<file path="src/hw/rtl/htd_pkg.sv">
// Shared types and constants for the Huffman tree decoder.
// Used by the controller, the datapath, the top level and the port checker.
// No dependencies.
package htd_pkg;

   // Field widths of one request and one response.
   localparam int CODE_W = 16;
   localparam int LEN_W  = 5;
   localparam int SYM_W  = 8;
   localparam int BYTE_W = 8;
   localparam int KIND_W = 2;

   // Longest code that an insert walks; longer lengths are cut down to it.
   localparam int MAX_CODE_LEN = 16;

   // Request tdata layout, lowest bit first.
   localparam int CODE_LO    = 0;
   localparam int LEN_LO     = CODE_LO + CODE_W;
   localparam int SYM_LO     = LEN_LO + LEN_W;
   localparam int BYTE_LO    = SYM_LO + SYM_W;
   localparam int REQ_DATA_W = 40;

   // Request opcodes, carried in req_tuser.
   localparam logic OP_INSERT = 1'b0;
   localparam logic OP_DECODE = 1'b1;

   // Response kinds, carried in rsp_tuser.
   localparam logic [KIND_W-1:0] KIND_SYMBOL = 2'd0;
   localparam logic [KIND_W-1:0] KIND_DONE   = 2'd1;
   localparam logic [KIND_W-1:0] KIND_FULL   = 2'd2;
   localparam logic [KIND_W-1:0] KIND_ERROR  = 2'd3;

   // Commands from the controller to the datapath.
   typedef struct packed {
      logic              accept;      // latch request, set up the walk
      logic              follow;      // step to the existing child, read it
      logic              create;      // allocate a child and link it
      logic              write_leaf;  // mark the current node as a leaf
      logic              restart;     // rewind the insert walk to the root
      logic              go_root;     // return the decode walk to the root
      logic              save_walk;   // store the decode position
      logic              set_halt;    // raise the sticky decode halt
      logic              push;        // queue a result
      logic [KIND_W-1:0] push_kind;
      logic              flush;       // send the held result as the last one
   } htd_cmd_type;

   // Status from the datapath to the controller.
   typedef struct packed {
      logic rem_zero;    // no code or data bits left
      logic missing;     // the child on the current bit does not exist
      logic sym_hit;     // decode walk has just arrived at a leaf
      logic full;        // remaining code bits need more nodes than are free
      logic can_push;    // a result can be queued this cycle
      logic pend_valid;  // a result is held back waiting for its successor
      logic out_free;    // the output register can load this cycle
      logic halted;      // sticky decode halt
   } htd_status_type;

endpackage

</file>
<file path="src/hw/rtl/htd_ctrl.sv">
// Controller state machine of the Huffman tree decoder.
// Drives the datapath through htd_cmd_type and reads htd_status_type.
// Depends on htd_pkg.
module htd_ctrl import htd_pkg::*; (
   input  logic           clock,
   input  logic           reset,
   input  logic           req_tvalid,
   output logic           req_tready,
   input  logic           req_opcode,
   input  htd_status_type status,
   output htd_cmd_type    cmd
);

   localparam logic [2:0] ST_IDLE     = 3'd0;
   localparam logic [2:0] ST_INS_SCAN = 3'd1;
   localparam logic [2:0] ST_INS_CHK  = 3'd2;
   localparam logic [2:0] ST_INS_WALK = 3'd3;
   localparam logic [2:0] ST_DEC_BIT  = 3'd4;
   localparam logic [2:0] ST_FLUSH    = 3'd5;

   logic [2:0] state_ff;
   logic [2:0] state_in;

   // Next state and commands.
   always_comb begin
      state_in      = state_ff;
      cmd           = '0;
      cmd.push_kind = KIND_SYMBOL;
      req_tready    = (state_ff == ST_IDLE);
      case (state_ff)
         ST_IDLE: begin
            if (req_tvalid) begin
               cmd.accept = 1'b1;
               if (req_opcode == OP_INSERT) begin
                  state_in = ST_INS_SCAN;
               end else if (!status.halted) begin
                  state_in = ST_DEC_BIT;
               end
            end
         end
         // First pass: find where the existing path ends.
         ST_INS_SCAN: begin
            if (status.rem_zero || status.missing) begin
               state_in = ST_INS_CHK;
            end else begin
               cmd.follow = 1'b1;
            end
         end
         ST_INS_CHK: begin
            if (status.full) begin
               cmd.push      = 1'b1;
               cmd.push_kind = KIND_FULL;
               state_in      = ST_FLUSH;
            end else begin
               cmd.restart = 1'b1;
               state_in    = ST_INS_WALK;
            end
         end
         // Second pass: follow the path and build the missing part.
         ST_INS_WALK: begin
            if (status.rem_zero) begin
               cmd.write_leaf = 1'b1;
               cmd.push       = 1'b1;
               cmd.push_kind  = KIND_DONE;
               state_in       = ST_FLUSH;
            end else if (status.missing) begin
               cmd.create = 1'b1;
            end else begin
               cmd.follow = 1'b1;
            end
         end
         // One data bit per cycle while a result can be queued; a leaf reached on the
         // previous step is reported while the next bit starts again from the root.
         ST_DEC_BIT: begin
            if (status.rem_zero) begin
               if (status.sym_hit) begin
                  if (status.can_push) begin
                     cmd.push      = 1'b1;
                     cmd.go_root   = 1'b1;
                     cmd.save_walk = 1'b1;
                     state_in      = ST_FLUSH;
                  end
               end else begin
                  cmd.save_walk = 1'b1;
                  state_in      = ST_FLUSH;
               end
            end else if (status.sym_hit) begin
               if (status.can_push) begin
                  cmd.push    = 1'b1;
                  cmd.go_root = 1'b1;
                  cmd.follow  = !status.missing;
               end
            end else if (status.missing) begin
               if (status.can_push) begin
                  cmd.push      = 1'b1;
                  cmd.push_kind = KIND_ERROR;
                  cmd.set_halt  = 1'b1;
                  cmd.go_root   = 1'b1;
                  cmd.save_walk = 1'b1;
                  state_in      = ST_FLUSH;
               end
            end else begin
               cmd.follow = 1'b1;
            end
         end
         // Send the held result with the last flag set.
         ST_FLUSH: begin
            if (!status.pend_valid) begin
               state_in = ST_IDLE;
            end else if (status.out_free) begin
               cmd.flush = 1'b1;
               state_in  = ST_IDLE;
            end
         end
         default: begin
            state_in = ST_IDLE;
         end
      endcase
   end

   // State register.
   always_ff @(posedge clock) begin
      if (reset) begin
         state_ff <= ST_IDLE;
      end else begin
         state_ff <= state_in;
      end
   end

endmodule

</file>
<file path="config.mk">
export PLATFORM = sky130hd
export DESIGN_NAME = htd_ctrl
export DESIGN_NICKNAME = d
export VERILOG_FILES = /design/src/hw/rtl/htd_pkg.sv /design/src/hw/rtl/htd_ctrl.sv
export SDC_FILE = /design/constraint.sdc
export NUM_CORES = 1
export LEC_CHECK = 0
export ABC_AREA = 1
export BUFFER_PORTS_ARGS = -buffer_cell sky130_fd_sc_hd__buf_4
export CAP_MARGIN = 10
export CELL_PAD_IN_SITES_DETAIL_PLACEMENT = 0
export CELL_PAD_IN_SITES_GLOBAL_PLACEMENT = 1
export CORE_MARGIN = 2
export CORE_UTILIZATION = 29
export DETAILED_ROUTE_END_ITERATION = 16
export GPL_ROUTABILITY_DRIVEN = 0
export PLACE_DENSITY_LB_ADDON = 0.1
export SLEW_MARGIN = 10
export SYNTH_ARGS = -nofsm -noshare
export SYNTH_HDL_FRONTEND = slang
export SYNTH_SLANG_ARGS = --single-unit
</file>
<file path="constraint.sdc">
create_clock -name clock -period 2.4 [get_ports clock]
set_input_delay 0.24 -clock clock [delete_from_list [all_inputs] [get_ports clock]]
set_output_delay 0.24 -clock clock [all_outputs]
set_load 0.005 [all_outputs]
</file>
Yosys cells after proc, flatten, opt, wreduce, memory -nomap -nowiden
Index checks and enable logic that the tools add are counted.

Flip-flop bits (word level): 3. Input bits: 12. Logic and storage cells: 67.

Equal/unequal tests: 12. Multiplexer cells: 50. Reductions and logical operators: 4.

Operators with widths (number): $mux 3 (16); $mux 1 (22); $pmux 3 s6 (1); $mux 2 (7); $mux 6 (2); $ne 3x3->1 const B (4); $pmux 3 s3 (1); $reduce_and 7->1 (1); $eq 3x2->1 const B (2); $eq 3x3->1 const B (2); $ne 2x2->1 const B (3); $eq 3x1->1 const B (1); $logic_not 3->1 (1); $pmux 1 s3 (1); $logic_not 1->1 (1); $logic_or 1x1->1 (1).

Logic depth before layout (Yosys ltp)
Gate-level depths: netlist (run 1).

Depth in word-level cells: 5. Gate-level depth with buffers: 9. Gate-level depth less buffers: 9.

Worst setup path before layout (run 1)
OpenSTA, ideal clock, no wires.

Path type: register -> output. Start: register state_ff[1]. End: output port cmd[3] in the netlist's numbering. Arrival: 1045 ps. Slack: 1115 ps. Cell stages (with the launch flop): 7. Buffers on the path: 1. Cells stage by stage: dfxtp_1 -> clkbuf_8 -> nor2_4 -> nand2_1 -> nor3_1 -> nor2_1 -> nand2_1.

RTL lines: from (decl) (line htd_ctrl.sv:21) `logic [2:0] state_ff;`; from (signal assigned) (line htd_ctrl.sv:126) `state_ff <= state_in;`; to (decl) (line htd_ctrl.sv:11) `output htd_cmd_type cmd`.

==> reports/qor.txt, run 1 <==
Max-cap viol count -> 0
Setup TNS -> 0 ns
H-tree levels -> 1
Yosys reg bits -> 3
Gr usage total -> 0.149
Leading area contributor after synthesis -> nand2_1
Root Buffer -> clkbuf_4
Peak VDD IR -> 477 uV
Reg area -> 60.1 um2
CP peak stage delay -> 0.43 ns
Post_cts resized -> 0
Clk_lat worst skew -> 0.23 ns
Ys Warns -> 0
Final Instance Area -> 708 um2
First-pass GRT wire length -> 2270 um
Multi-input gate area -> 360 um2
Routed Wire Length -> 1470 um
Number of global-route vias before repair -> 567
Antenna cells -> 0
Worst slew pin tran -> 0.355 ns
Drt pass-1 iters -> 4
Clk slew on worst S/H paths -> 0.04 ns
Die area -> 0.00209 mm2
Syn Nets -> 107
Final Hold Vio Count -> 0
Critical path cell sequence -> inv_2, nor2_1, o21ai_0, a21boi_0, buf_4
Worst Path Buf+Inv -> 2
Largest register FFs -> 3
Placed Instance Area -> 682 um2
Fin. max-slew vios -> 0
Avg WL per Cell -> 10.6 um
Rel. slew slack -> 0.763
Fin Hold WS -> 0.266 ns
Mean Syn Cell Area -> 5.32 um2
Post-CTS Hold Fix Bufs -> 0
Initial antenna violation count -> 0
Post-synthesis cell count -> 95
Vias -> 654
Syn Std Cell Area -> 505 um2
Top-area cell type share of the netlist area -> 0.163
DRC -> 0
Filler cells -> 208
ANT nets after route -> 0
Pin count of the biggest net entering global routing -> 14
DRT iter0 DRCs -> 12
Status -> complete, no violations
Most flops, register -> state_ff
Die X -> 45.8 um
Num Clock Sinks -> 3
Setup Skew -> 0.00149 ns
# nets final -> 134
Final min period -> 1.71 ns
Crit path DAT -> 1.47 ns
Final setup vio count -> 0
Core region area -> 0.00169 mm2
Grt total ovfl -> 0
Share of cells above drive strength 1 -> 0.306
RSZ-0062 raised after global routing -> no
Total CTS buffers -> 3
I/O pins -> 25
Crit start category -> flip-flop
IO Port Bufs -> 24
Via/cell ratio -> 4.74
CTS tree -> built
Max FO, Critical Path -> 13
WS Path Type -> reg2out
Slowest CP cell -> dfxtp_1
Row Count -> 15
CP delay by family, top -> flip-flops
Final non-filler cell total -> 138
CP endpoint kind -> primary output
Leak Pwr -> 0.416 nW
Post-CTS Setup Inserts -> 0
Die H -> 45.8 um
Longest Clk Path Bufs -> 2
Largest registers -> state_ff: 3 flops
Achievable Freq -> 584 MHz
Unique masters post-synth -> 17
Synthesis-to-finish area growth -> 40.1%
Sequential share of the synthesized area -> 0.119
Synth top area cells -> nand2_1, nor2_1, dfxtp_1
Worst hold path type -> in2reg
Initial core utilization -> 0.299
Critical Path RT -> 2.16 ns
Placed insts -> 134
Period utilization -> 0.714
Post-DP HPWL -> 1240 um
Pwr Density -> 1050 mW/mm2
## cell type report
type	instances	share of cell area
clock buffer	4	0.0371
tap	17	0.0300
multi-input combinational	74	0.509
inverter	16	0.0848
sequential	3	0.0848
timing repair buffer	24	0.254
## per-stage QoR
stage / total power [mW] / worst slack, ns / utilization
after floorplan: 0.519 / 1.11 / -
after global placement: 0.661 / 0.973 / 0.404
after detailed placement: 0.657 / 0.954 / 0.404
after CTS: 0.751 / 0.702 / 0.419
after global routing: 0.841 / 0.531 / 0.419
final: 0.744 / 0.687 / 0.419
## cell usage after synthesis
cell	instances
a21oi_1	3
o21ai_0	2
inv_2	2
nand3_2	3
nor2_1	19
nor3_1	2
inv_1	14
nand3b_1	1
a21boi_0	1
nand3_1	12
clkbuf_8	1
dfxtp_1	3
nor2_4	2
buf_6	1
nand2_1	22
nand4_1	4
nor2_2	3
## placed cells by master, fill, tap and decap left out
master / instances
dfxtp_1: 3
inv_1: 14
clkbuf_1: 1
nor2_4: 2
nand3_2: 3
nand3b_1: 1
a21oi_1: 3
nor2_2: 3
nand3_1: 12
nand4_1: 4
nand2_1: 22
o21ai_0: 2
nor3_1: 2
clkbuf_4: 3
nor2_1: 19
buf_4: 24
inv_2: 2
a21boi_0: 1
## tightest hold or removal path, cell delays in order
cell and delay, ns:
buf_4 0.07, inv_1 0.05, nand2_1 0.06, nor2_1 0.03
## worst paths after layout
path | to | slack [ns] | cells past startpoint | startpoint
hold reg to reg | state_ff[1] | 0.63 | 2 | state_ff[1]
setup / recovery | cmd[10] | 0.69 | 5 | state_ff[2]
setup reg to reg | state_ff[0] | 1.09 | 7 | state_ff[2]
hold / removal | state_ff[2] | 0.27 | 4 | reset
## routing by layer
metal	part of all wire	track usage	wire length (um)
met1	0.46	0.195	672
met2	0.48	0.256	702
met3	0.050	0.0119	73
met4	0.013	0.0514	19
met5	0	0	0
## power breakdown
| part | switching [mW] | total, mW | internal (mW) |
|---|---|---|---|
| clock | 0.0256 | 0.0878 | 0.0623 |
| combinational | 0.306 | 0.523 | 0.217 |
| sequential | 0.0573 | 0.133 | 0.0754 |
## kinds of logic after synthesis
group,after synthesis,synth area share
and+or+nand+nor,68,0.649
buffers and inverters,18,0.168
AOI/OAI and AO/OA,6,0.0644
DFF,3,0.119
No activity file was read; power rests on OpenSTA's default activity.
==> run 2: changes to the inputs <==
Settings changed: CORE_UTILIZATION 29 to 24.
Clock period 2.4 ns to 1.5 ns, I/O delays scaled along.
==> run 2 against run 1 <==
Net effect:
- non-clock buffer count increased by 2
- flip-flop and latch count unchanged
- setup slack lost 0.61 ns
- total power grew 76%
- clock skew up 0.0045 ns
- critical path type unchanged
- largest cell class unchanged
==> reports/qor.txt, run 2 (same netlist as run 1, synthesis figures left out) <==
Status -> complete, no violations (unchanged)
DRC -> 0 (unchanged)
# nets final -> 136 (was 134)
Placed insts -> 144 (was 134)
Largest register FFs -> 3 (unchanged)
Reg area -> 66.3 um2 (was 60.1 um2)
Crit-path most repeated cell -> nand2_1
H-tree levels -> 1 (unchanged)
Num Clock Sinks -> 3 (unchanged)
Critical Path RT -> 1.35 ns (was 2.16 ns)
Total CTS buffers -> 3 (unchanged)
IO Port Bufs -> 24 (unchanged)
Filler cells -> 232 (was 208)
Worst hold path type -> in2reg (unchanged)
Multi-input gate area -> 378 um2 (was 360 um2)
Fin. max-slew vios -> 0 (unchanged)
Number of global-route vias before repair -> 600 (was 567)
Root Buffer -> clkbuf_4 (unchanged)
Initial antenna violation count -> 0 (unchanged)
Max-cap viol count -> 0 (unchanged)
Worst Setup EP -> cmd[3] (was cmd[10])
I/O pins -> 25 (unchanged)
R2R Setup Slk -> 0.23 ns (was 1.09 ns)
Overall power -> 1.31 mW (was 744 uW)
Row Count -> 16 (was 15)
ANT nets after route -> 0 (unchanged)
Worst setup margin -> 0.0810 ns (was 0.687 ns)
Critical path cell sequence -> nor2_4, nand2_1, nor3_2, nor2_1, nand2_1, buf_4 (was inv_2, nor2_1, o21ai_0, a21boi_0, buf_4)
DRT iter0 DRCs -> 6 (was 12)
Max FO, Critical Path -> 8 (was 13)
Grt total ovfl -> 0 (unchanged)
Slowest CP cell -> dfxtp_4 (was dfxtp_1)
Via/cell ratio -> 4.51 (was 4.74)
Achievable Freq -> 705 MHz
Final Hold Vio Count -> 0 (unchanged)
WS Path Type -> reg2out (unchanged)
Period utilization -> 0.946
Vias -> 677 (was 654)
CP peak stage delay -> 0.38 ns (was 0.43 ns)
Commonest non-fill, non-tap cell in the layout -> buf_4 (unchanged)
Most flops, register -> state_ff (unchanged)
Die area -> 0.00249 mm2 (was 0.00209 mm2)
Rel. slew slack -> 0.826 (was 0.763)
Clk slew on worst S/H paths -> 0.04 ns (about the same)
Crit path DAT -> 1.27 ns (was 1.47 ns)
Share of cells above drive strength 1 -> 0.382 (was 0.306)
Commonest cells after routing, fill and taps aside -> buf_4, nand2_1, nor2_1 (unchanged)
Pin count of the biggest net entering global routing -> 14 (unchanged)
DP Worst Slack -> 0.111 ns (was 0.954 ns)
Initial core utilization -> 0.255 (was 0.299)
Final min period -> 1.42 ns
Synthesis-to-finish area growth -> 51.7% (was 40.1%)
Final non-filler cell total -> 150 (was 138)
RSZ-0062 raised after global routing -> yes (was no)
Worst Path Buf+Inv -> 1 (was 2)
Leak Pwr -> 0.429 nW (was 0.416 nW)
CP delay by family, top -> simple AND/OR/NAND/NOR gates (was flip-flops)
Register-to-Register Path Depth -> 8 (was 7)
Worst r2r src -> state_ff[0] (was state_ff[2])
Die H -> 49.9 um (was 45.8 um)
Core region area -> 0.00198 mm2 (was 0.00169 mm2)
Clk_lat worst skew -> 0.24 ns (was 0.23 ns)
WP depth -> 6 (was 5)
Final setup vio count -> 0 (unchanged)
Die X -> 49.9 um (was 45.8 um)
First-pass GRT wire length -> 2510 um (was 2270 um)
Routed Wire Length -> 1540 um (was 1470 um)
Critical Path Source -> state_ff[1] (was state_ff[2])
Worst slew pin tran -> 0.261 ns (was 0.355 ns)
Crit start category -> flip-flop (unchanged)
Post-DP HPWL -> 1260 um (was 1240 um)
Largest registers -> state_ff: 3 flops (unchanged)
Avg WL per Cell -> 10.2 um (was 10.6 um)
Setup Skew -> 0.00596 ns (was 0.00149 ns)
Peak VDD IR -> 812 uV (was 477 uV)
RR Endpoint -> state_ff[0] (unchanged)
Post-CTS Hold Fix Bufs -> 0 (unchanged)
Antenna cells -> 0 (unchanged)
Pwr Density -> 1710 mW/mm2 (was 1050 mW/mm2)
Longest Clk Path Bufs -> 2 (unchanged)
CTS tree -> built (unchanged)
CP endpoint kind -> primary output (unchanged)
Gr usage total -> 0.132 (was 0.149)
Drt pass-1 iters -> 4 (unchanged)
-- run 2: power breakdown --
group | total (mW) | switching (mW) | leakage (nW) | internal [mW]
sequential | 0.246 | 0.111 | 0.0261 | 0.135
clock | 0.144 | 0.0440 | 0.0150 | 0.0999
combinational | 0.919 | 0.510 | 0.388 | 0.409
-- run 2: layout make-up --
type	instances	share of cell area
clock buffers	4	0.0343
inverters	16	0.0881
multi-input cells	74	0.493
flip-flops and latches	3	0.0865
well taps	27	0.0440
repair buffers	26	0.254
-- run 2: worst min-delay path by stage --
stage / startpoint / endpoint / slack [ns] / cells after the start
after floorplan: reset / state_ff[2] / 0.32 / 3
after global placement: reset / state_ff[2] / 0.42 / 4
after detailed placement: reset / state_ff[2] / 0.43 / 4
after CTS: reset / state_ff[2] / 0.17 / 4
after global routing: reset / state_ff[1] / 0.19 / 4
final: reset / state_ff[2] / 0.18 / 4
-- run 2: repair_timing --
action / CTS / global route
pin swaps: 0 / 3
endpoints found under the setup margin: 8 / 5
resized for setup: 8 / 6
buffers inserted: 0 / 2
-- run 2: metal layers --
metal	global-route usage	wire (um)	vias to the layer above
met4	0.0694	29	0
met2	0.222	715	17
met5	0	0	-
met1	0.158	727	297
li1	-	-	359
met3	0.0212	62	4
-- run 2: worst register-to-register path: stages (launching register included) --
cell	delay, ns
dfxtp_2	0.43
nor2_4	0.06
buf_4	0.13
nand4_1	0.10
nand2_1	0.08
nor2_2	0.15
nand3_1	0.09
nand2_1	0.08
nor2_2	0.03
-- run 2: stage by stage --
step	area, um2	setup TNS, ns	utilization	hold WS, ns
floorplan	505	0	-	0.317
global placement	694	0	0.350	0.421
detailed placement	694	0	0.350	0.433
CTS	739	0	0.373	0.171
global route	767	-0.0349	0.387	0.193
finish	767	0	0.387	0.181
